$ cat src/rtl/nci_pkg.sv
// Package with widths, constants, tables and state types of the integrator.
package nci_pkg;

	localparam int MAX_INTERVALS_DEF = 1024;

	localparam int N_W    = 11;  // panel count
	localparam int TOT_W  = 14;  // sub-step count n*s
	localparam int DEN_W  = 20;  // divisor width, n*90 or n*288
	localparam int NUM_W  = 58;  // dividend width
	localparam int Q0_W   = 32;  // node step quotient
	localparam int QN_W   = 33;  // running node offset
	localparam int NODE_W = 35;  // signed Q4.28 node
	localparam int MAG_W  = 31;  // clamped node magnitude
	localparam int MA_W   = 38;  // multiplier operand a
	localparam int MB_W   = 33;  // multiplier operand b
	localparam int MP_W   = MA_W + MB_W;
	localparam int MSPL   = 19;  // split point of operand a
	localparam int M5_W   = 44;
	localparam int XY_W   = 34;  // CORDIC x and y, Q2.30
	localparam int SIN_W  = 36;  // sine in Q32
	localparam int F_W    = 44;  // function value, Q12.32
	localparam int SP_W   = 54;  // weighted panel sum
	localparam int ACC_W  = 50;  // integral accumulator
	localparam int OUT_W  = 48;
	localparam int ITERS  = 28;

	localparam logic signed [NODE_W-1:0] PI_Q28      = 35'sd843314857;
	localparam logic signed [NODE_W-1:0] TWO_PI_Q28  = 35'sd1686629713;
	localparam logic signed [NODE_W-1:0] HALF_PI_Q28 = 35'sd421657428;
	localparam logic signed [XY_W-1:0]   GAIN_Q30    = 34'sd652032874;
	localparam logic [NODE_W-1:0]        FIVE_Q28    = 35'd1342177280;
	localparam logic signed [F_W+1:0]    F_MAX       = 46'sd8796093022207;
	localparam logic signed [F_W+1:0]    F_MIN       = -46'sd8796093022208;
	localparam logic signed [ACC_W-1:0]  R_MAX       = 50'sd140737488355327;
	localparam logic signed [ACC_W-1:0]  R_MIN       = -50'sd140737488355328;

	localparam logic RULE_BOOLE = 1'b0;
	localparam logic RULE_FIVE  = 1'b1;

	typedef enum logic [3:0] {
		S_IDLE, S_SETUP, S_DIV0, S_DIV0W, S_NODE, S_EVAL, S_MUL, S_CWAIT,
		S_ACC, S_SUM, S_PDIV, S_PWAIT, S_DONE
	} nci_state_t;

	typedef enum logic [1:0] {C_IDLE, C_RED, C_FOLD, C_ITER} nci_cstate_t;

	function automatic logic signed [NODE_W-1:0] atan_q28(input logic [4:0] i);
		logic signed [NODE_W-1:0] v;
		case (i)
			5'd0:  v = 35'sd210828714;
			5'd1:  v = 35'sd124459457;
			5'd2:  v = 35'sd65760959;
			5'd3:  v = 35'sd33381290;
			5'd4:  v = 35'sd16755422;
			5'd5:  v = 35'sd8385879;
			5'd6:  v = 35'sd4193963;
			5'd7:  v = 35'sd2097109;
			5'd8:  v = 35'sd1048571;
			5'd9:  v = 35'sd524287;
			default: v = (i < 5'd28) ? (35'sd1 <<< (5'd28 - i)) : 35'sd0;
		endcase
		return v;
	endfunction

	function automatic logic [6:0] weight(input logic rule, input logic [2:0] k);
		logic [6:0] w;
		if (rule == RULE_FIVE) begin
			case (k)
				3'd0, 3'd5: w = 7'd19;
				3'd1, 3'd4: w = 7'd75;
				default:    w = 7'd50;
			endcase
		end else begin
			case (k)
				3'd0, 3'd4: w = 7'd7;
				3'd1, 3'd3: w = 7'd32;
				default:    w = 7'd12;
			endcase
		end
		return w;
	endfunction

endpackage

$ cat src/rtl/nci_mul.sv
// Unsigned multiplier that forms its product from two partial products.
module nci_mul
	import nci_pkg::*;
(
	input  logic            clk,
	input  logic            arst_n,
	input  logic            start,
	input  logic [MA_W-1:0] a,
	input  logic [MB_W-1:0] b,
	output logic            done,
	output logic [MP_W-1:0] product
);
	localparam int LO_W = MSPL + MB_W;
	localparam int HI_W = (MA_W - MSPL) + MB_W;

	logic [MA_W-1:0] a_q;
	logic [MB_W-1:0] b_q;
	logic [LO_W-1:0] lo_q;
	logic [MP_W-1:0] p_q;
	logic            ph1_q, ph2_q, done_q;
	logic [HI_W-1:0] hi;

	assign hi = HI_W'(a_q[MA_W-1:MSPL]) * HI_W'(b_q);

	always_ff @(posedge clk or negedge arst_n) begin
		if (!arst_n) begin
			ph1_q  <= 1'b0;
			ph2_q  <= 1'b0;
			done_q <= 1'b0;
		end else begin
			ph1_q  <= start;
			ph2_q  <= ph1_q;
			done_q <= ph2_q;
		end
	end

	always_ff @(posedge clk) begin
		if (start) begin
			a_q <= a;
			b_q <= b;
		end
		if (ph1_q)
			lo_q <= LO_W'(a_q[MSPL-1:0]) * LO_W'(b_q);
		if (ph2_q)
			p_q <= (MP_W'(hi) << MSPL) + MP_W'(lo_q);
	end

	assign done    = done_q;
	assign product = p_q;
endmodule

$ cat config.mk
export PLATFORM = sky130hd
export DESIGN_NAME = nci_mul
export DESIGN_NICKNAME = d
export VERILOG_FILES = /design/src/rtl/nci_pkg.sv /design/src/rtl/nci_mul.sv
export SDC_FILE = /design/constraint.sdc
export NUM_CORES = 2
export LEC_CHECK = 0
export BUFFER_PORTS_ARGS = -buffer_cell sky130_fd_sc_hd__buf_2
export CORE_MARGIN = 4
export CORE_UTILIZATION = 50
export DETAILED_ROUTE_END_ITERATION = 10
export PLACE_DENSITY_LB_ADDON = 0.25
export SLEW_MARGIN = 20
export SYNTH_ARGS = -nofsm -noshare
export SYNTH_HDL_FRONTEND = slang
export SYNTH_SLANG_ARGS = --single-unit
$ cat constraint.sdc
create_clock -name clk -period 11.6 [get_ports clk]
set_clock_uncertainty 0.15 [all_clocks]
set_input_delay 1.74 -clock clk [delete_from_list [all_inputs] [get_ports clk]]
set_output_delay 1.74 -clock clk [all_outputs]
set_load 0.02 [all_outputs]
Yosys cells after proc, flatten, opt, wreduce, memory -nomap -nowiden
Index checks and enable logic that the tools add are counted.
Storage, ports and cells
  bits in registers: 197
  bits of input ports: 74
  output and inout bits: 72
Cells by class
  add/subtract/negate cells: 1
  $mul: 2
Operators by type and width (count)
  19-bit by 33-bit multiplier with 52-bit output: 2
  71-bit by 52-bit adder with 71-bit output: 1

Depth between registers and ports, before layout
  word-level depth: 2
  mapped depth: 35

Least setup slack after synthesis
No wires, ideal clock.
  kind: reg-to-reg
  start: register b_q[12]
  end: register p_q[55] (netlist: product[55]), data pin
  arrival time: 7.756 ns
  path slack: 3.425 ns
  cell stages (with the launch flop): 31
  path buffers: 2
  path through: edfxtp_1 clkbuf_1 clkbuf_1 nand2_1 fa_1 fa_1 fa_1 inv_1 fa_1 fa_1 inv_1 fa_1 inv_1 ha_1 and3_1 and2_1 o31ai_2 nor2b_1 o21ai_0 xor2_1 ha_1 nand4_1 nor3_1 o41ai_1 a31oi_1 nor3_1 o21ai_1 a22oi_1 a211o_1 or3_1 xnor2_1
On the way
  word-level cells in the longest chain between the ends: 2
Ends and longest elaborated chain
  from (decl): line nci_mul.sv:17  | logic [MB_W-1:0] b_q;
  from (signal assigned): line nci_mul.sv:40  | b_q <= b;
  19-bit by 33-bit multiplier with 52-bit output: line nci_mul.sv:23  | assign hi = HI_W'(a_q[MA_W-1:MSPL]) * HI_W'(b_q);
  71-bit by 52-bit adder with 71-bit output: line nci_mul.sv:45  | p_q <= (MP_W'(hi) << MSPL) + MP_W'(lo_q);
  to (signal assigned): line nci_mul.sv:45
  to (decl): line nci_mul.sv:19  | logic [MP_W-1:0] p_q;
No other way between the ends.
A chain may end at the register's enable or synchronous reset.

Final worst setup path
  start: register a_q[20]
  end: register p_q[55] (netlist: product[55]), data pin
On the way
  word-level cells in the longest chain between the ends: 2
Ends and longest elaborated chain
  from (decl): line nci_mul.sv:16  | logic [MA_W-1:0] a_q;
  from (signal assigned): line nci_mul.sv:39  | a_q <= a;
  19-bit by 33-bit multiplier with 52-bit output: line nci_mul.sv:23
  71-bit by 52-bit adder with 71-bit output: line nci_mul.sv:45
No other way between the ends.

==> flow_summary.json <==
{
  "ys_ff_latch": 197,
  "cts_setup_buffers": 0,
  "yosysWarnings": 0,
  "track_usage_pct": 27.0,
  "via_per_inst": 5.47,
  "worstMarginPinSlew_ns": 1.07,
  "drtIter0Drc": 2598,
  "ctsHoldBuffers": 0,
  "vias": 35223,
  "die_w_um": 318,
  "dieArea_um2": 101000,
  "antenna_left": 0,
  "multiInputGateArea_um2": 36700,
  "synth_fa_ha_area_share_pct": 51.9,
  "cp-end-kind": "register",
  "layout_commonest_cell": "inv_1",
  "synth_area_um2": 48100,
  "yosys.area_share.simple_pct": 15.8,
  "setup_violations": 0,
  "clk_path_buf_depth": 2,
  "ios": 146,
  "synth-xor-area-share_pct": 2.44,
  "worstSetupStartpointType": "register",
  "clk_pin_slew_ns": 0.11,
  "dpl.hpwl_um": 103000,
  "dr.pass1.iters": 6,
  "synth.mux.area_fraction_pct": 0.0650,
  "crit_type": "register to register",
  "cts.sinks": 197,
  "finalNetCount": 6594,
  "wl_per_cell_um": 20.3,
  "crit_path_max_incr_delay_ns": 1.07,
  "synth.yosys.seq_area_share_pct": 12.3,
  "syn_to_final_growth_pct": 5.30,
  "cp_max_fo": 33,
  "synthArstFlopShare_pct": 1.52,
  "grt_pass1_vias": 37865,
  "synth_edf_count": 194,
  "htreeDepth": 4,
  "fin_crit_sh_pct": 82.4,
  "slew_headroom_pct": 26.6,
  "cpMaxStageDelayCell": "edfxtp_1",
  "grt_max_degree": 56,
  "synthCells": 5196,
  "drv_cap": 0,
  "dieHeight_um": 318,
  "grt_setup_unrepaired": "no",
  "syn_area_per_cell_um2": 9.26,
  "start_util_pct": 50.5,
  "numCtsBuffers": 17,
  "drc": 0,
  "hold_violations": 0,
  "tns_ns": 0,
  "clock_latency_ns": 0.56,
  "synth_top_family_by_area": "adder cells",
  "cp.required_ns": 11.76,
  "ys.flop_type": "edfxtp_1",
  "fillCellCount": 8870,
  "postCtsResizedCells": 0,
  "coreArea_um2": 95300,
  "placement.io_buffers": 145,
  "status": "finished, final reports clean",
  "cts_tree": "done",
  "fin_crit_ns": 9.55,
  "cpMostUsedCell": "fa_1",
  "final_cell_mix": "1203 x inv_1, 1053 x fa_1, 851 x nand2_1, 490 x and2_1, 311 x ha_1",
  "regArea_um2": 5910,
  "drive_gt1_share_pct": 5.51,
  "finalWirelength_um": 131000,
  "clockRootBuffer": "clkbuf_16",
  "syn_nets": 6634,
  "worstPathArrival_ns": 9.72,
  "yosysUniqueCellTypes": 78,
  "fmax_mhz": 105,
  "num_rows": 113,
  "grt_pass1_wl_um": 212000,
  "gr-total-overflow": 0,
  "synth_compound_area_share_pct": 5.97,
  "gp_congestion": 0.928,
  "antenna_found_initial": 7,
  "worstHoldPathType": "register to register",
  "maxSlewViolCount": 0
}
final timing paths:
path                               start           to  slack [ns]  depth (start not counted)
worst min-delay path            lo_q[12]  product[12]        0.27                          0
worst max register to register   a_q[20]  product[55]        2.05                         30
max in group asynchronous         arst_n        ph1_q       10.36                          1
worst min register to register  lo_q[12]  product[12]        0.27                          0
min in group asynchronous         arst_n        ph2_q        0.82                          1
worst max-delay path             a_q[20]  product[55]        2.05                         30
synth_stat cells (all sizes together), types with 5 or more instances:
master	count	area share [%]
nand2	851	6.6
ha	311	8.1
a211o	13	0.24
nand2b	21	0.27
nor2	85	0.67
o31ai	6	0.11
clkbuf	272	2.1
nor2b	10	0.13
o21bai	20	0.31
o211ai	11	0.17
o21a	14	0.22
nor3	25	0.27
edfxtp	194	12
nand3	36	0.37
a31oi	15	0.20
a211oi	15	0.31
nand4	20	0.26
o21ai	86	0.89
nor4	7	0.13
a21o	62	0.97
nor3b	8	0.15
a311oi	8	0.20
xnor2	89	1.6
and3	15	0.22
inv	1203	9.4
o41ai	5	0.11
a21oi	134	1.4
or3	5	0.065
fa	1053	44
xor2	45	0.82
and2	490	6.4
through the flow:
stage	util, %	hold WS, ns	setup WS [ns]	std cells	cell area, um2
final	53.2	0.275	2.05	6438	50700
after global routing	53.2	0.279	1.39	6434	50700
after CTS	53.1	0.269	2.06	6429	50600
after detailed placement	52.4	0.255	2.13	6397	49900
after global placement	52.4	0.254	2.31	6397	49900
after floorplan	-	0.250	3.42	5196	48100
metal layers:
| metal | up-vias | GRT usage (%) | part of all wire (%) |
|---|---|---|---|
| li1 | 15349 | - | - |
| met3 | 261 | 5.45 | 7.8 |
| met5 | - | 0 | 0.028 |
| met2 | 1299 | 44.3 | 48 |
| met1 | 18308 | 35.6 | 41 |
| met4 | 6 | 10.2 | 3.8 |
cell families (layout without fill, tap and decap cells):
family	Yosys count	in the layout
and+or+nand+nor	1587	1587
buffers and inverters	1479	1452
adders and majority gates	1364	1364
AOI/OAI and AO/OA	432	432
DFF	197	197
xor gates and xnor gates	134	134
muxes	3	3
other	0	4
flip-flops by register name, summed over array words and instances, names as in the netlist:
name	cells
product	71
lo_q	52
a_q	38
b_q	33
done	1
ph1_q	1
ph2_q	1
area by class of cell:
cell class / instances / area share (%)
multi-input cells: 3520 / 72.4
flip-flops and latches: 197 / 11.7
inverters: 1203 / 8.91
well taps: 1265 / 3.12
repair buffers: 217 / 2.63
clock buffers: 17 / 0.840
clock inverters: 15 / 0.459
diodes: 4 / 0.0198
critical path: cells and delay by family, from the launching register on:
| family | cells | cell delay [ns] |
|---|---|---|
| adders and majority gates | 8 | 3.73 |
| DFF | 1 | 1.07 |
| AOI/OAI and AO/OA | 9 | 2.33 |
| buffers and inverters | 4 | 0.20 |
| xor gates and xnor gates | 2 | 0.31 |
| and+or+nand+nor | 7 | 1.53 |
Power is not shown: default switching activity piles up to over one toggle a cycle in this logic, so the estimate is an artifact.
