**src/rtl/nci_pkg.sv**
```systemverilog
// Package with widths, constants, tables and state types of the integrator.
package nci_pkg;

	localparam int MAX_INTERVALS_DEF = 1024;

	localparam int N_W    = 11;  // panel count
	localparam int TOT_W  = 14;  // sub-step count n*s
	localparam int DEN_W  = 20;  // divisor width, n*90 or n*288
	localparam int NUM_W  = 58;  // dividend width
	localparam int Q0_W   = 32;  // node step quotient
	localparam int QN_W   = 33;  // running node offset
	localparam int NODE_W = 35;  // signed Q4.28 node
	localparam int MAG_W  = 31;  // clamped node magnitude
	localparam int MA_W   = 38;  // multiplier operand a
	localparam int MB_W   = 33;  // multiplier operand b
	localparam int MP_W   = MA_W + MB_W;
	localparam int MSPL   = 19;  // split point of operand a
	localparam int M5_W   = 44;
	localparam int XY_W   = 34;  // CORDIC x and y, Q2.30
	localparam int SIN_W  = 36;  // sine in Q32
	localparam int F_W    = 44;  // function value, Q12.32
	localparam int SP_W   = 54;  // weighted panel sum
	localparam int ACC_W  = 50;  // integral accumulator
	localparam int OUT_W  = 48;
	localparam int ITERS  = 28;

	localparam logic signed [NODE_W-1:0] PI_Q28      = 35'sd843314857;
	localparam logic signed [NODE_W-1:0] TWO_PI_Q28  = 35'sd1686629713;
	localparam logic signed [NODE_W-1:0] HALF_PI_Q28 = 35'sd421657428;
	localparam logic signed [XY_W-1:0]   GAIN_Q30    = 34'sd652032874;
	localparam logic [NODE_W-1:0]        FIVE_Q28    = 35'd1342177280;
	localparam logic signed [F_W+1:0]    F_MAX       = 46'sd8796093022207;
	localparam logic signed [F_W+1:0]    F_MIN       = -46'sd8796093022208;
	localparam logic signed [ACC_W-1:0]  R_MAX       = 50'sd140737488355327;
	localparam logic signed [ACC_W-1:0]  R_MIN       = -50'sd140737488355328;

	localparam logic RULE_BOOLE = 1'b0;
	localparam logic RULE_FIVE  = 1'b1;

	typedef enum logic [3:0] {
		S_IDLE, S_SETUP, S_DIV0, S_DIV0W, S_NODE, S_EVAL, S_MUL, S_CWAIT,
		S_ACC, S_SUM, S_PDIV, S_PWAIT, S_DONE
	} nci_state_t;

	typedef enum logic [1:0] {C_IDLE, C_RED, C_FOLD, C_ITER} nci_cstate_t;

	function automatic logic signed [NODE_W-1:0] atan_q28(input logic [4:0] i);
		logic signed [NODE_W-1:0] v;
		case (i)
			5'd0:  v = 35'sd210828714;
			5'd1:  v = 35'sd124459457;
			5'd2:  v = 35'sd65760959;
			5'd3:  v = 35'sd33381290;
			5'd4:  v = 35'sd16755422;
			5'd5:  v = 35'sd8385879;
			5'd6:  v = 35'sd4193963;
			5'd7:  v = 35'sd2097109;
			5'd8:  v = 35'sd1048571;
			5'd9:  v = 35'sd524287;
			default: v = (i < 5'd28) ? (35'sd1 <<< (5'd28 - i)) : 35'sd0;
		endcase
		return v;
	endfunction

	function automatic logic [6:0] weight(input logic rule, input logic [2:0] k);
		logic [6:0] w;
		if (rule == RULE_FIVE) begin
			case (k)
				3'd0, 3'd5: w = 7'd19;
				3'd1, 3'd4: w = 7'd75;
				default:    w = 7'd50;
			endcase
		end else begin
			case (k)
				3'd0, 3'd4: w = 7'd7;
				3'd1, 3'd3: w = 7'd32;
				default:    w = 7'd12;
			endcase
		end
		return w;
	endfunction

endpackage

```
**src/rtl/nci_div.sv**
```systemverilog
// Restoring radix-2 divider, one quotient bit per cycle.
module nci_div
	import nci_pkg::*;
(
	input  logic             clk,
	input  logic             arst_n,
	input  logic             start,
	input  logic [NUM_W-1:0] dividend,
	input  logic [DEN_W-1:0] divisor,
	output logic             done,
	output logic [NUM_W-1:0] quotient,
	output logic [DEN_W-1:0] remainder
);
	localparam int CNT_W = $clog2(NUM_W + 1);

	logic [NUM_W-1:0] quo_q;
	logic [DEN_W-1:0] rem_q;
	logic [DEN_W-1:0] dsr_q;
	logic [CNT_W-1:0] cnt_q;
	logic             busy_q;
	logic             done_q;
	logic [DEN_W:0]   trial;
	logic             fits;

	assign trial = {rem_q, quo_q[NUM_W-1]};
	assign fits  = trial >= {1'b0, dsr_q};

	always_ff @(posedge clk or negedge arst_n) begin
		if (!arst_n) begin
			busy_q <= 1'b0;
			done_q <= 1'b0;
			cnt_q  <= '0;
		end else begin
			done_q <= 1'b0;
			if (start) begin
				busy_q <= 1'b1;
				cnt_q  <= CNT_W'(NUM_W);
			end else if (busy_q) begin
				cnt_q <= cnt_q - 1'b1;
				if (cnt_q == CNT_W'(1)) begin
					busy_q <= 1'b0;
					done_q <= 1'b1;
				end
			end
		end
	end

	always_ff @(posedge clk) begin
		if (start) begin
			quo_q <= dividend;
			rem_q <= '0;
			dsr_q <= divisor;
		end else if (busy_q) begin
			quo_q <= {quo_q[NUM_W-2:0], fits};
			rem_q <= fits ? DEN_W'(trial - {1'b0, dsr_q}) : trial[DEN_W-1:0];
		end
	end

	assign done      = done_q;
	assign quotient  = quo_q;
	assign remainder = rem_q;
endmodule

```
**config.mk**
```make
export PLATFORM = sky130hd
export DESIGN_NAME = nci_div
export DESIGN_NICKNAME = d
export VERILOG_FILES = /design/src/rtl/nci_pkg.sv /design/src/rtl/nci_div.sv
export SDC_FILE = /design/constraint.sdc
export NUM_CORES = 1
export LEC_CHECK = 0
export BUFFER_PORTS_ARGS = -buffer_cell sky130_fd_sc_hd__clkbuf_2
export CAP_MARGIN = 20
export CORE_ASPECT_RATIO = 0.6
export CORE_MARGIN = 2
export CORE_UTILIZATION = 50
export CTS_BUF_LIST = sky130_fd_sc_hd__clkbuf_4
export DETAILED_ROUTE_END_ITERATION = 16
export PLACE_DENSITY_LB_ADDON = 0.2
export SLEW_MARGIN = 10
export SYNTH_ARGS = -nofsm -noshare
export SYNTH_HDL_FRONTEND = slang
export SYNTH_SLANG_ARGS = --single-unit
```
**constraint.sdc**
```tcl
create_clock -name clk -period 3.45 [get_ports clk]
set_input_delay 0.1725 -clock clk [delete_from_list [all_inputs] [get_ports clk]]
set_output_delay 0.1725 -clock clk [all_outputs]
set_load 0.03 [all_outputs]
```
; ---- Word level (Yosys, flattened, before mapping)
; Index checks and enable logic that the tools add are counted.
[classes]
addsub = 2
n_div = 0
n_reduce_logical = 1
n_mux = 11
shift = 0
eq_ne = 1
multipliers = 0
magnitude_cmp = 1
bitwise = 0
[ops]
columns = operator, count
row1 = $mux W58, 2
row2 = $ge A21 B20 Y1, 1
row3 = $mux W20, 1
row4 = $sub A20 B20 Y20, 1
row5 = $mux W6, 2
row6 = $eq A6 B1 Y1 const B, 1
row7 = $mux W1, 6
row8 = $sub A6 B1 Y6 const B, 1
row9 = $reduce_bool A2 Y1, 1
[word_totals]
out_inout_bits = 79
latchBits = 0
rom_bits = 0
ramBits = 0
ff_bits = 106
n_memories = 0
in_bits = 81

; ---- Logic depth before layout (Yosys ltp)
[depth]
ltp_word = 4
ltp_mapped = 12

; ---- Worst setup path before layout
; No wires, ideal clock.
[synth_timing]
kind = input-to-reg
from = input start
to = register quo_q[0], in the netlist quotient[0] (enable)
cell_stages = 5
path_slack_ns = 0.871
setup_ns = 0.412
path_buffers = 3
arrival_time_ns = 2.167
required_time_ns = 3.038
path_cell_list = clkbuf_1 > clkbuf_1 > nor2_1 > clkbuf_1 > inv_1
[synth_between]
elab_chain_len = 1
[synth_rtl]
columns = item, line
row1 = start: declaration, nci_div.sv:7  ; input logic start,
row2 = $reduce_bool A2 Y1 (no source line), -
row3 = end signal: assignment, nci_div.sv:50  ; quo_q <= dividend;
row4 = end signal: assignment, nci_div.sv:54  ; quo_q <= {quo_q[NUM_W-2:0], fits};
row5 = end: declaration, nci_div.sv:16  ; logic [NUM_W-1:0] quo_q;
; No other way between the ends.
; A chain may end at the register's enable or synchronous reset.

; ---- Worst setup path in the final report
[layout_timing]
from = register quo_q[57], in the netlist quotient[57]
to = register rem_q[16], in the netlist remainder[16]
[layout_between]
elab_chain_len = 2
word_cells_on_any_way = 3
classes_between = add/sub (1) / order compare (1) / mux (1)
[layout_rtl]
columns = item, line
row1 = $sub A20 B20 Y20 / $ge A21 B20 Y1 (equally long branches), "nci_div.sv:55, nci_div.sv:26"
row2 = $mux W20 (*), nci_div.sv:55  ; rem_q <= fits ? DEN_W'(trial - {1'b0, dsr_q}) : trial[DEN_W-1:0];
row3 = end signal: assignment, nci_div.sv:55
row4 = end: declaration, nci_div.sv:17  ; logic [DEN_W-1:0] rem_q;
; Mark *: on every way between the ends. The rest lies on a longest branch, timed or not.

==> results.md <==
- Remaining global-route overflow: 0
- Slowest stage delay, CP: between 0.4 and 0.5 ns
- Slowest cell on crit path: fa_1
- # nets final: 789
- HPWL Detailed: about 9 mm
- Max_cap viols: 0
- Crit path DAT: 3.15 ns
- CTS tree: yes
- Ratio of final minimum period to clock period: 0.810
- Share of cells above drive strength 1: 0.362
- Hold Path Class: in -> async
- Die Height: 84.7 µm
- Clk_skew: 0.0187 ns
- Hold Fails Final Rpt: 0
- Post-synth cell types: 53
- Num CTS Buffers: 9
- Pwr dens: 617 nW/µm²
- Area taken by multi-input logic gates: 2280 µm²
- PortBufs: 159
- Final Slew Violations: 0
- VDD IR max: 328 µV
- Drt total wl: 13.5 mm
- Commonest cells after routing, fill and taps aside: clkbuf_2, dlygate4sd3_1, edfxtp_1, mux2_2, nor2_1
- Ports: 160
- RD Place Congestion: between 0.9 and 1
- First-pass GRT wire length: 21.7 mm
- Remaining DRCs: 0
- Largest net degree at the start of global routing: 61
- Period minus WS final: 2.79 ns
- Register area: 2940 µm²
- Crit Path Max Fanout: 4
- Worst hold margin: 0.0481 ns
- Initial core utilization: 0.514
- Setup crit end kind: flip-flop
- Fillers: 809
- Routed len/inst: 16.3 µm
- Sequential share of the synthesized area: 0.542
- Cell Rows: 29
- Antenna diodes: 0
- Commonest non-fill, non-tap cell in the layout: clkbuf_2
- Worst-Margin Slew: 0.739 ns
- Core region area: 10600 µm²
- Setup violations, final: 0
- Fmax: 0.358 GHz
- Worst setup SP type: flip-flop
- RSZ-0062 raised after global routing: false
- Global Route Usage Sum: 0.235
- Clock slew at reported path FFs: around 0.17 ns
- Register bit total from synthesis: 106
- Avg Cell Area, Syn: 12.0 µm²
- Via count: approximately 4400
- Crit Path Class: reg -> reg
- Syn. warnings: 0
- Clk root buf: clkbuf_4
- Initial antenna violation count: 0
- First-pass DRT Iterations: 5
- Clock Latency Late Sink: 0.48 ns
- Setup TNS: 0 ns
- Vias in the first global route: 4271
- Die width: 139 µm
- Antenna-violating nets left: 0
- Worst EP required: 3.81 ns
- Slew HR: 0.507
- CP Cell Sequence: inv_1 -> ha_1 -> fa_1 -> nor2b_4 -> o31a_1 -> o32ai_4 -> o31ai_1 -> a31oi_1 -> xnor2_1 -> mux2i_1 -> o21ai_0
- Vias per cell: ~5.3
- Die area: 11700 µm²
- Post-synth EDFFs: 78
- Syn Nets: approximately 560
- Outcome: complete, no violations
- Synth Instances: roughly 450
- Leakage power: between 3 and 4 nW
- Power consumption: 0.00448 W
- Clock Tree Buf Depth: 2
- Main synth FF type: edfxtp_1
- Clock sink count: around 110
- H-tree depth: 3
- Mapped Area: 5430 µm²
- 1st-iter DRT viols: 420
- Async SR Flop Fraction: 0.0755
- Area growth from synthesis to layout: 33.8%
-- worst paths after layout --
check	slack, ns	startpoint	endpoint	cells after the start
max in group asynchronous	3.23	arst_n	cnt_q[5]$_DFFE_PN0P_	2
min in group clk	0.24	start	dsr_q[1]$_DFFE_PP_	1
hold reg to reg	0.52	remainder[13]$_SDFFE_PP0P_	remainder[13]$_SDFFE_PP0P_	2
hold / removal	0.05	arst_n	busy_q$_DFF_PN0_	2
setup / recovery	0.66	quotient[57]$_DFFE_PP_	remainder[16]$_SDFFE_PP0P_	11
setup reg to reg	0.66	quotient[57]$_DFFE_PP_	remainder[16]$_SDFFE_PP0P_	11
-- Yosys cell counts (all sizes together), types with 12 or more instances --
cell type | count | area, µm²
nor2 | 36 | 143
ha | 22 | 275
xnor2 | 14 | 123
o21ai | 20 | 111
nand2 | 22 | 82.6
a21oi | 27 | 139
mux2 | 57 | 642
edfxtp | 78 | 2340
inv | 26 | 97.6
a211oi | 13 | 103
dfxtp | 20 | 400
clkbuf | 12 | 45.0
-- sequential cells by signal, indices dropped and copies added (netlist names) --
register   flops
dsr_q         20
remainder     20
quotient      58
cnt_q          6
busy_q         1
done           1
-- through the flow --
| step | cells | area (µm²) | util | setup WS [ns] |
|---|---|---|---|---|
| after CTS | 826 | 7230 | 0.685 | 0.681 |
| after global routing | 829 | 7260 | 0.688 | 0.511 |
| after global placement | 734 | 6330 | 0.600 | 0.815 |
| after detailed placement | 734 | 6330 | 0.600 | 0.758 |
| after floorplan | 454 | 5430 | - | 0.871 |
| final | 829 | 7260 | 0.688 | 0.657 |
-- area by class of cell --
cell class | instances | area share
sequential | 106 | 0.405
tap | 139 | 0.0239
clock inverter | 6 | 0.00879
timing repair buffer | 243 | 0.224
inverter | 26 | 0.0134
multi-input combinational | 299 | 0.314
clock buffer | 10 | 0.0103
-- critical path, delay by kind of cell (launching register included) --
kind / cells / cell delay (ns)
AOI/OAI and AO/OA: 5 / 1.06
xor gates and xnor gates: 1 / 0.16
adders and majority gates: 2 / 0.67
buffers and inverters: 1 / 0.06
DFF: 1 / 0.42
muxes: 1 / 0.14
and+or+nand+nor: 1 / 0.15
-- per-layer routing --
layer | up-vias | global-route usage | routed length, µm
met3 | 15 | 0.0736 | 1110
met4 | 0 | 0.0529 | 167
met5 | - | 0 | 0
li1 | 2133 | - | -
met2 | 182 | 0.367 | 6050
met1 | 2051 | 0.325 | 6210
-- where the power goes --
part | leakage (nW) | total [W] | switching, W | internal (W)
Combinational | 2.08 | 0.00206 | 0.00128 | 0.000778
Clock | 0.0748 | 0.000661 | 0.000430 | 0.000231
Sequential | 1.06 | 0.00176 | 0.000171 | 0.00159
-- cells by family after synthesis --
logic type               synth area share
buffers and inverters              0.0376
AND/OR/NAND/NOR                    0.0963
XOR/XNOR                           0.0290
AO/OA/AOI/OAI                       0.115
multiplexers                        0.126
adder cells (fa/ha/maj)            0.0544
flip-flops                          0.542
-- timing repair --
action                                 in CTS  in global routing
endpoints found under the hold margin      83                  3
gates resized for setup                     0                  0
hold buffers                               76                  3
buffers inserted                            0                  0
(Power assumes the default switching activity.)
