File: config.mk
export PLATFORM = sky130hd
export DESIGN_NAME = nci_cordic
export DESIGN_NICKNAME = d
export VERILOG_FILES = /design/src/rtl/nci_pkg.sv /design/src/rtl/nci_cordic.sv
export SDC_FILE = /design/constraint.sdc
export NUM_CORES = 1
export LEC_CHECK = 0
export BUFFER_PORTS_ARGS = -buffer_cell sky130_fd_sc_hd__buf_2
export CAP_MARGIN = 10
export CELL_PAD_IN_SITES_DETAIL_PLACEMENT = 0
export CELL_PAD_IN_SITES_GLOBAL_PLACEMENT = 1
export CORE_ASPECT_RATIO = 1.1
export CORE_MARGIN = 2
export CORE_UTILIZATION = 50
export CTS_CLUSTER_SIZE = 20
export DETAILED_ROUTE_END_ITERATION = 12
export GPL_TIMING_DRIVEN = 0
export PLACE_DENSITY = 0.9
export SLEW_MARGIN = 30
export SYNTH_ARGS = -nofsm -noshare
export SYNTH_HDL_FRONTEND = slang
export SYNTH_SLANG_ARGS = --single-unit
File: constraint.sdc
create_clock -name clk -period 21.3 [get_ports clk]
set_input_delay 5.325 -clock clk [delete_from_list [all_inputs] [get_ports clk]]
set_output_delay 5.325 -clock clk [all_outputs]
set_load 0.01 [all_outputs]
File: src/rtl/nci_pkg.sv
// Package with widths, constants, tables and state types of the integrator.
package nci_pkg;

	localparam int MAX_INTERVALS_DEF = 1024;

	localparam int N_W    = 11;  // panel count
	localparam int TOT_W  = 14;  // sub-step count n*s
	localparam int DEN_W  = 20;  // divisor width, n*90 or n*288
	localparam int NUM_W  = 58;  // dividend width
	localparam int Q0_W   = 32;  // node step quotient
	localparam int QN_W   = 33;  // running node offset
	localparam int NODE_W = 35;  // signed Q4.28 node
	localparam int MAG_W  = 31;  // clamped node magnitude
	localparam int MA_W   = 38;  // multiplier operand a
	localparam int MB_W   = 33;  // multiplier operand b
	localparam int MP_W   = MA_W + MB_W;
	localparam int MSPL   = 19;  // split point of operand a
	localparam int M5_W   = 44;
	localparam int XY_W   = 34;  // CORDIC x and y, Q2.30
	localparam int SIN_W  = 36;  // sine in Q32
	localparam int F_W    = 44;  // function value, Q12.32
	localparam int SP_W   = 54;  // weighted panel sum
	localparam int ACC_W  = 50;  // integral accumulator
	localparam int OUT_W  = 48;
	localparam int ITERS  = 28;

	localparam logic signed [NODE_W-1:0] PI_Q28      = 35'sd843314857;
	localparam logic signed [NODE_W-1:0] TWO_PI_Q28  = 35'sd1686629713;
	localparam logic signed [NODE_W-1:0] HALF_PI_Q28 = 35'sd421657428;
	localparam logic signed [XY_W-1:0]   GAIN_Q30    = 34'sd652032874;
	localparam logic [NODE_W-1:0]        FIVE_Q28    = 35'd1342177280;
	localparam logic signed [F_W+1:0]    F_MAX       = 46'sd8796093022207;
	localparam logic signed [F_W+1:0]    F_MIN       = -46'sd8796093022208;
	localparam logic signed [ACC_W-1:0]  R_MAX       = 50'sd140737488355327;
	localparam logic signed [ACC_W-1:0]  R_MIN       = -50'sd140737488355328;

	localparam logic RULE_BOOLE = 1'b0;
	localparam logic RULE_FIVE  = 1'b1;

	typedef enum logic [3:0] {
		S_IDLE, S_SETUP, S_DIV0, S_DIV0W, S_NODE, S_EVAL, S_MUL, S_CWAIT,
		S_ACC, S_SUM, S_PDIV, S_PWAIT, S_DONE
	} nci_state_t;

	typedef enum logic [1:0] {C_IDLE, C_RED, C_FOLD, C_ITER} nci_cstate_t;

	function automatic logic signed [NODE_W-1:0] atan_q28(input logic [4:0] i);
		logic signed [NODE_W-1:0] v;
		case (i)
			5'd0:  v = 35'sd210828714;
			5'd1:  v = 35'sd124459457;
			5'd2:  v = 35'sd65760959;
			5'd3:  v = 35'sd33381290;
			5'd4:  v = 35'sd16755422;
			5'd5:  v = 35'sd8385879;
			5'd6:  v = 35'sd4193963;
			5'd7:  v = 35'sd2097109;
			5'd8:  v = 35'sd1048571;
			5'd9:  v = 35'sd524287;
			default: v = (i < 5'd28) ? (35'sd1 <<< (5'd28 - i)) : 35'sd0;
		endcase
		return v;
	endfunction

	function automatic logic [6:0] weight(input logic rule, input logic [2:0] k);
		logic [6:0] w;
		if (rule == RULE_FIVE) begin
			case (k)
				3'd0, 3'd5: w = 7'd19;
				3'd1, 3'd4: w = 7'd75;
				default:    w = 7'd50;
			endcase
		end else begin
			case (k)
				3'd0, 3'd4: w = 7'd7;
				3'd1, 3'd3: w = 7'd32;
				default:    w = 7'd12;
			endcase
		end
		return w;
	endfunction

endpackage

File: src/rtl/nci_cordic.sv
// Sine by range reduction and iterative rotation-mode CORDIC.
module nci_cordic
	import nci_pkg::*;
(
	input  logic                     clk,
	input  logic                     arst_n,
	input  logic                     start,
	input  logic signed [NODE_W-1:0] angle,
	output logic                     done,
	output logic signed [SIN_W-1:0]  sine
);
	nci_cstate_t st_q, st_d;

	logic signed [NODE_W-1:0] z_q;
	logic signed [XY_W-1:0]   x_q, y_q;
	logic [4:0]               i_q;
	logic                     done_q;
	logic signed [SIN_W-1:0]  sine_q;
	logic signed [XY_W-1:0]   dx, dy, x_nx, y_nx;
	logic signed [NODE_W-1:0] z_nx;

	always_ff @(posedge clk or negedge arst_n) begin
		if (!arst_n) begin
			st_q <= C_IDLE;
		end else begin
			st_q <= st_d;
		end
	end

	always_comb begin
		st_d = st_q;
		unique case (st_q)
			C_IDLE: if (start) st_d = C_RED;
			C_RED:  if (z_q <= PI_Q28 && z_q >= -PI_Q28) st_d = C_FOLD;
			C_FOLD: st_d = C_ITER;
			C_ITER: if (i_q == 5'(ITERS - 1)) st_d = C_IDLE;
			default: st_d = C_IDLE;
		endcase
	end

	assign dx = y_q >>> i_q;
	assign dy = x_q >>> i_q;
	always_comb begin
		if (z_q >= 0) begin
			x_nx = x_q - dx;
			y_nx = y_q + dy;
			z_nx = z_q - atan_q28(i_q);
		end else begin
			x_nx = x_q + dx;
			y_nx = y_q - dy;
			z_nx = z_q + atan_q28(i_q);
		end
	end

	always_ff @(posedge clk or negedge arst_n) begin
		if (!arst_n) begin
			done_q <= 1'b0;
		end else begin
			done_q <= (st_q == C_ITER) && (i_q == 5'(ITERS - 1));
		end
	end

	always_ff @(posedge clk) begin
		case (st_q)
			C_IDLE: if (start) z_q <= angle;
			C_RED: begin
				if (z_q > PI_Q28)
					z_q <= z_q - TWO_PI_Q28;
				else if (z_q < -PI_Q28)
					z_q <= z_q + TWO_PI_Q28;
			end
			C_FOLD: begin
				// Fold the outer quarters back so the rotation stays convergent.
				if (z_q > HALF_PI_Q28)
					z_q <= PI_Q28 - z_q;
				else if (z_q < -HALF_PI_Q28)
					z_q <= -PI_Q28 - z_q;
				x_q <= GAIN_Q30;
				y_q <= '0;
				i_q <= '0;
			end
			C_ITER: begin
				x_q <= x_nx;
				y_q <= y_nx;
				z_q <= z_nx;
				i_q <= i_q + 1'b1;
				if (i_q == 5'(ITERS - 1))
					sine_q <= SIN_W'(y_nx) <<< 2;
			end
			default: ;
		endcase
	end

	assign done = done_q;
	assign sine = sine_q;
endmodule

# [Word-level counts from Yosys, hierarchy flattened]
# Cells that the tools add are included.
[totals] latchBits=0 n_memories=0 romBits=0 input_bits=38 output_inout_bits=37 register_bits=145 word_cells=76 ram_bits=0
[op_classes] n_addsub=12 muxes=20 div_mod_pow=0 n_bitwise=0 n_mul=0 n_lt_le_gt_ge=8 n_shift=3 reduce_logical=8 n_eq_ne=18
[ops] cell="$pmux W35 S10" count=1
[ops] cell="$mux W35" count=9
[ops] cell="$pmux W35 S4" count=1
[ops] cell="$pmux W34 S2" count=2
[ops] cell="$sub A31 B35 Y35 const A" count=2
[ops] cell="$add A34 B34 Y34" count=2
[ops] cell="$mux W34" count=2
[ops] cell="$sshr A34 B5 Y34" count=2
[ops] cell="$sub A34 B34 Y34" count=2
[ops] cell="$add A35 B32 Y35 const B" count=1
[ops] cell="$add A35 B35 Y35" count=1
[ops] cell="$ge A35 B1 Y1 const B" count=1
[ops] cell="$ge A35 B31 Y1 const B" count=1
[ops] cell="$gt A35 B30 Y1 const B" count=1
[ops] cell="$gt A35 B31 Y1 const B" count=1
[ops] cell="$le A35 B31 Y1 const B" count=1
[ops] cell="$lt A35 B30 Y1 const B" count=1
[ops] cell="$lt A35 B31 Y1 const B" count=1
[ops] cell="$sshl A2 B5 Y35 const A" count=1
[ops] cell="$sub A35 B32 Y35 const B" count=1
[ops] cell="$sub A35 B35 Y35" count=1
[ops] cell="$eq A5 B3 Y1 const B" count=4
[ops] cell="$eq A5 B2 Y1 const B" count=2
[ops] cell="$eq A5 B4 Y1 const B" count=2
[ops] cell="19 further kinds" count=26

# [Longest topological paths before layout]
[depth] word_depth=8 depth_mapped=35

# [Worst setup path before layout]
# No wires, ideal clock.
[synth_path] kind="input -> register" from="in start" to="reg z_q[0] (enable)" cell_stages=2 path_slack_ns=12.685 arrival_ns=8.123 required_time_ns=20.808 cell_sequence="nor2b_1 -> a311oi_1"
[synth_between] elab_chain_len=2
[synth_lines] element="start, declared" line="nci_cordic.sv:7" source="input logic start,"
[synth_lines] element="$ne A2 B2 Y1 (no line)"
[synth_lines] element="$reduce_and A3 Y1 (no line)"
[synth_lines] element="end signal, assigned" line="nci_cordic.sv:65" source="C_IDLE: if (start) z_q <= angle;"
[synth_lines] element="end signal, assigned" line="nci_cordic.sv:68" source="z_q <= z_q - TWO_PI_Q28;"
[synth_lines] element="end signal, assigned" line="nci_cordic.sv:70" source="z_q <= z_q + TWO_PI_Q28;"
[synth_lines] element="end, declared" line="nci_cordic.sv:14" source="logic signed [NODE_W-1:0] z_q;"
# Every way passes these cells.
# A chain may end at the register's enable or synchronous reset.

# [Worst setup path in the final report]
[layout_path] from="reg i_q[1]" to="reg z_q[32] (data pin)"
[layout_between] elab_chain_len=8 word_cells_on_any_way=21 classes_between="add/sub: 3; order compare: 1; eq/ne: 9; shift: 1; mux: 6; reduce/logical: 1"
[layout_lines] element="start, declared" line="nci_cordic.sv:16" source="logic [4:0] i_q;"
[layout_lines] element="start signal, assigned" line="nci_cordic.sv:86" source="i_q <= i_q + 1'b1;"
[layout_lines] element="$sub A5 B5 Y5" line="nci_pkg.sv:60" source="default: v = (i < 5'd28) ? (35'sd1 <<< (5'd28 - i)) : 35'sd0;"
[layout_lines] element="$sshl A2 B5 Y35" line="nci_pkg.sv:60"
[layout_lines] element="$mux W35" line="nci_pkg.sv:60"
[layout_lines] element="$pmux W35 S10 (*)" line="nci_pkg.sv:49" source="case (i)"
[layout_lines] element="$mux W35" line="nci_cordic.sv:44" source="if (z_q >= 0) begin"
[layout_lines] element="$add A35 B35 Y35 / $sub A35 B35 Y35 (equally long branches)" line="nci_cordic.sv:51, nci_cordic.sv:47"
[layout_lines] element="$mux W35 (*)" line="nci_cordic.sv:44"
[layout_lines] element="$pmux W35 S4 (*)" line="nci_cordic.sv:64" source="case (st_q)"
# Every way passes the cells marked *; elsewhere a longest branch is shown, timed or not. The select of a mux whose other input is x is not followed.

==> out/summary.log <==
INFO  timing         unrepaired_setup_endpoints_after_global_routing=no
INFO  clocking       cts_buffers=17
INFO  worst_setup_path timing.critical_path.arrival=9.20ns
INFO  drt            met2_wire_len=44.2mm
INFO  worst_setup_path worst_ep_required_time=21.53ns
INFO  synth          synth_ff_type=edfxtp_1
INFO  timing         hold_violations=0
INFO  timing         worst_pin_slew=1.18ns
INFO  synth          synth_seq_cells=145
INFO  synth          syn_avg_cell_area=8.55squm
INFO  worst_setup_path cp-start-kind=flop
INFO  placement      port_buffers=72
INFO  clocking       tritoncts=built
INFO  drt            dr_total_vias=21900
INFO  placement      dp_hpwl=74.6mm
INFO  clocking       clock_path_buffers=2
INFO  timing         finalSetupTns=0ns
INFO  worst_setup_path setup_slack_of_the_worst_register_to_register_path=12.33ns
INFO  worst_setup_path crit_path_max_fanout=12
INFO  clocking       cts_resized=0
INFO  worst_setup_path crit_path_top_delay_cell=a2111oi_1
INFO  synth          synth.yosys.seq_area_share=0.210
INFO  final_layout   drive_above_1_share=0.137
INFO  min_path       whs_path_depth=1
INFO  clocking       clk_root_buffer_cell=clkbuf_16
INFO  synth          netlist_instances=2421
INFO  drt            routed_wirelength=95.2mm
INFO  drt            post_drt_via_cell_ratio=7.07
INFO  drt            route.layer.met1.wl=32.7mm
INFO  timing         finClkSkew=0.0172ns
INFO  drt            drt_iter0_drc=2759
INFO  status         outcome=finished, final reports clean
INFO  clocking       tritoncts_num_sinks=145
INFO  timing         fmaxAchievable=111MHz
INFO  final_layout   nNetsFinal=2681
INFO  die            die_w=198um
INFO  worst_setup_path crit-reg2reg-launch=i_q[1]
INFO  die            design.die.area=43100squm
INFO  final_layout   total_area_of_sequential_cells=4340squm
INFO  synth          async_reset_ff_frac=0.0207
INFO  die            coreArea=41100squm
INFO  clocking       clkTransAtPathRegs=0.08ns
INFO  drt            first_pass_iters=6
INFO  global_routing grt_first_pass_wirelength=138mm
INFO  drt            routed-wl-met3=8.66mm
INFO  synth          synth-edff-count=142
INFO  placement      gp_congestion=1.08
INFO  worst_setup_path timing.setup.critical_path_class=reg -> reg
INFO  timing         period_minus_slack=8.97ns
INFO  min_path       worst_hold_path_type=reg -> reg
INFO  final_layout   multi_input_comb_area=15300squm
INFO  drt            final_ant_viol_nets=0
INFO  global_routing grt_max_degree=39
INFO  synth          yosys_synthesis_warning_count=0
INFO  global_routing grt_use_total=0.442
INFO  final_layout   fill_cells=3766
INFO  die            initial_core_util=0.504
INFO  worst_setup_path critical_path_buf_inv_count=8
INFO  clocking       clock_insertion_delay_worst_skew=0.51ns
INFO  die            die_h=217um
INFO  synth          synth_area=20700squm
INFO  clocking       cts_htree_levels=4
INFO  timing         final-max-slew-violation-count=0
INFO  global_routing via_count_of_the_first_global_routing_pass=21100
INFO  worst_setup_path r2r-end=z_q[32]
INFO  clocking       holdBufCountCts=0
INFO  timing         min_period_over_period=0.421
INFO  min_path       hp-start=st_q[1]
INFO  worst_setup_path worstRegToRegCells=30
INFO  worst_setup_path timing.critical_path.slowest_cell_delay=1.02ns
INFO  drt            route.detailed.wl_per_inst=30.8um
INFO  final_layout   area_growth=8.90%
INFO  global_routing gr-total-overflow=0
INFO  flow_run       max_cap_viol_count=0
INFO  global_routing antenna_found_initial=1
INFO  synth          yosys.cell_types.count=98
INFO  timing         slew_headroom=0.207
INFO  worst_setup_path cp_common_cell=buf_2
INFO  clocking       cts_post_setup_buffers_inserted=0
INFO  drt            post-route-drc-count=0
INFO  drt            top_layer_used=met4
INFO  die            pin_count=75
INFO  worst_setup_path cp_top_family=compound AO/OA/AOI/OAI gates
INFO  worst_setup_path worst_setup_path_end_kind=flop
INFO  timing         setup_viol=0
INFO  min_path       hold_path_end=st_q[1]
INFO  die            placement_rows=78
## metal layers
| layer | global-route usage | vias up |
|---|---|---|
| li1 | - | 9497 |
| met4 | 0.380 | 0 |
| met2 | 0.725 | 1449 |
| met5 | 0 | - |
| met3 | 0.108 | 472 |
| met1 | 0.479 | 10500 |
## Yosys cell counts (all sizes together) (15+ instances only)
cell | instances | area share
nand2 | 224 | 0.041
o21ai | 174 | 0.042
a21oi | 169 | 0.041
nor2 | 165 | 0.030
edfxtp | 142 | 0.21
ha | 119 | 0.072
xnor2 | 109 | 0.046
clkbuf | 89 | 0.016
mux2i | 86 | 0.042
mux4 | 83 | 0.090
inv | 79 | 0.014
xor2 | 73 | 0.031
buf | 66 | 0.021
nand3 | 56 | 0.014
a21o | 53 | 0.019
and2 | 53 | 0.016
mux2 | 45 | 0.025
nor3 | 41 | 0.010
nand2b | 38 | 0.011
a211oi | 33 | 0.012
a22oi | 28 | 0.010
a31oi | 28 | 0.0085
o22ai | 28 | 0.0085
o21a | 27 | 0.0098
o211ai | 26 | 0.0094
nor2b | 25 | 0.0076
a221oi | 24 | 0.010
nand4 | 24 | 0.0076
and3 | 23 | 0.0069
o31ai | 22 | 0.0087
or3 | 21 | 0.0063
o221ai | 20 | 0.0088
or2 | 20 | 0.0060
o21bai | 15 | 0.0054
## cells in the final DEF, fill, tap and decap left out, types with 17 or more instances in the layout
cell type	synthesis	final
nand2_1	224	223
a21oi_1	169	169
o21ai_0	169	169
nor2_1	165	164
edfxtp_1	142	142
ha_1	119	119
xnor2_1	109	109
buf_2	29	102
mux2i_1	86	86
clkbuf_1	89	84
mux4_2	83	83
inv_1	78	78
xor2_1	73	73
nand3_1	56	56
a21o_1	53	53
and2_1	53	53
mux2_2	40	40
nor3_1	39	38
nand2b_1	38	38
a211oi_1	33	33
o22ai_1	28	28
a31oi_1	28	28
o21a_1	27	27
a22oi_1	27	27
o211ai_1	26	26
nor2b_1	25	25
and3_1	23	23
a221oi_1	23	23
nand4_1	23	23
or3_1	21	21
o221ai_1	19	19
o31ai_1	19	19
clkbuf_16	0	17
## stage by stage
stage / util / instances / worst slack (ns) / cell area [sq um] / hold slack (ns)
after global placement: 0.530 / 3054 / 10.78 / 21800 / 0.555
after CTS: 0.548 / 3093 / 12.65 / 22500 / 0.606
after global routing: 0.549 / 3094 / 12.09 / 22500 / 0.637
final: 0.549 / 3095 / 12.33 / 22500 / 0.594
after floorplan: - / 2422 / 12.69 / 20700 / 0.534
after detailed placement: 0.533 / 3061 / 12.67 / 21900 / 0.589
## cells by family after synthesis
kind of cell / synth area share
buffers and inverters: 0.0517
flip-flops: 0.210
XOR/XNOR: 0.0770
AO/OA/AOI/OAI: 0.252
adder cells (fa/ha/maj): 0.0748
other: 0.000181
AND/OR/NAND/NOR: 0.178
multiplexers: 0.157
## how the worst max path moves through the flow
| stage | from | endpoint | slack [ns] | cells after the start |
|---|---|---|---|---|
| 2_1_floorplan | start | z_q[0] | 12.69 | 2 |
| 3_3_place_gp | start | z_q[11] | 10.78 | 3 |
| 3_5_place_dp | i_q[1] | z_q[32] | 12.67 | 30 |
| 4_1_cts | i_q[1] | z_q[32] | 12.65 | 30 |
| 5_1_grt | i_q[1] | z_q[34] | 12.09 | 34 |
| 6_report | i_q[1] | z_q[32] | 12.33 | 30 |
## cell type report
type / instances / share of cell area
antenna: 1 / 0.000111
buffer: 155 / 0.0341
clock buffer: 17 / 0.0189
clock inverter: 15 / 0.00855
inverter: 82 / 0.0137
multi-input combinational: 2040 / 0.681
sequential: 145 / 0.192
tap: 560 / 0.0311
timing repair buffer: 80 / 0.0206
## state kept, by name, indices dropped and copies added (netlist names)
register and cells:
done 1, i_q 5, sine 34, st_q 2, x_q 34, y_q 34
z_q 35
Power is left out: the tool's default activity adds up to more than one toggle a clock period on the data nets, which glitch-free logic cannot reach.
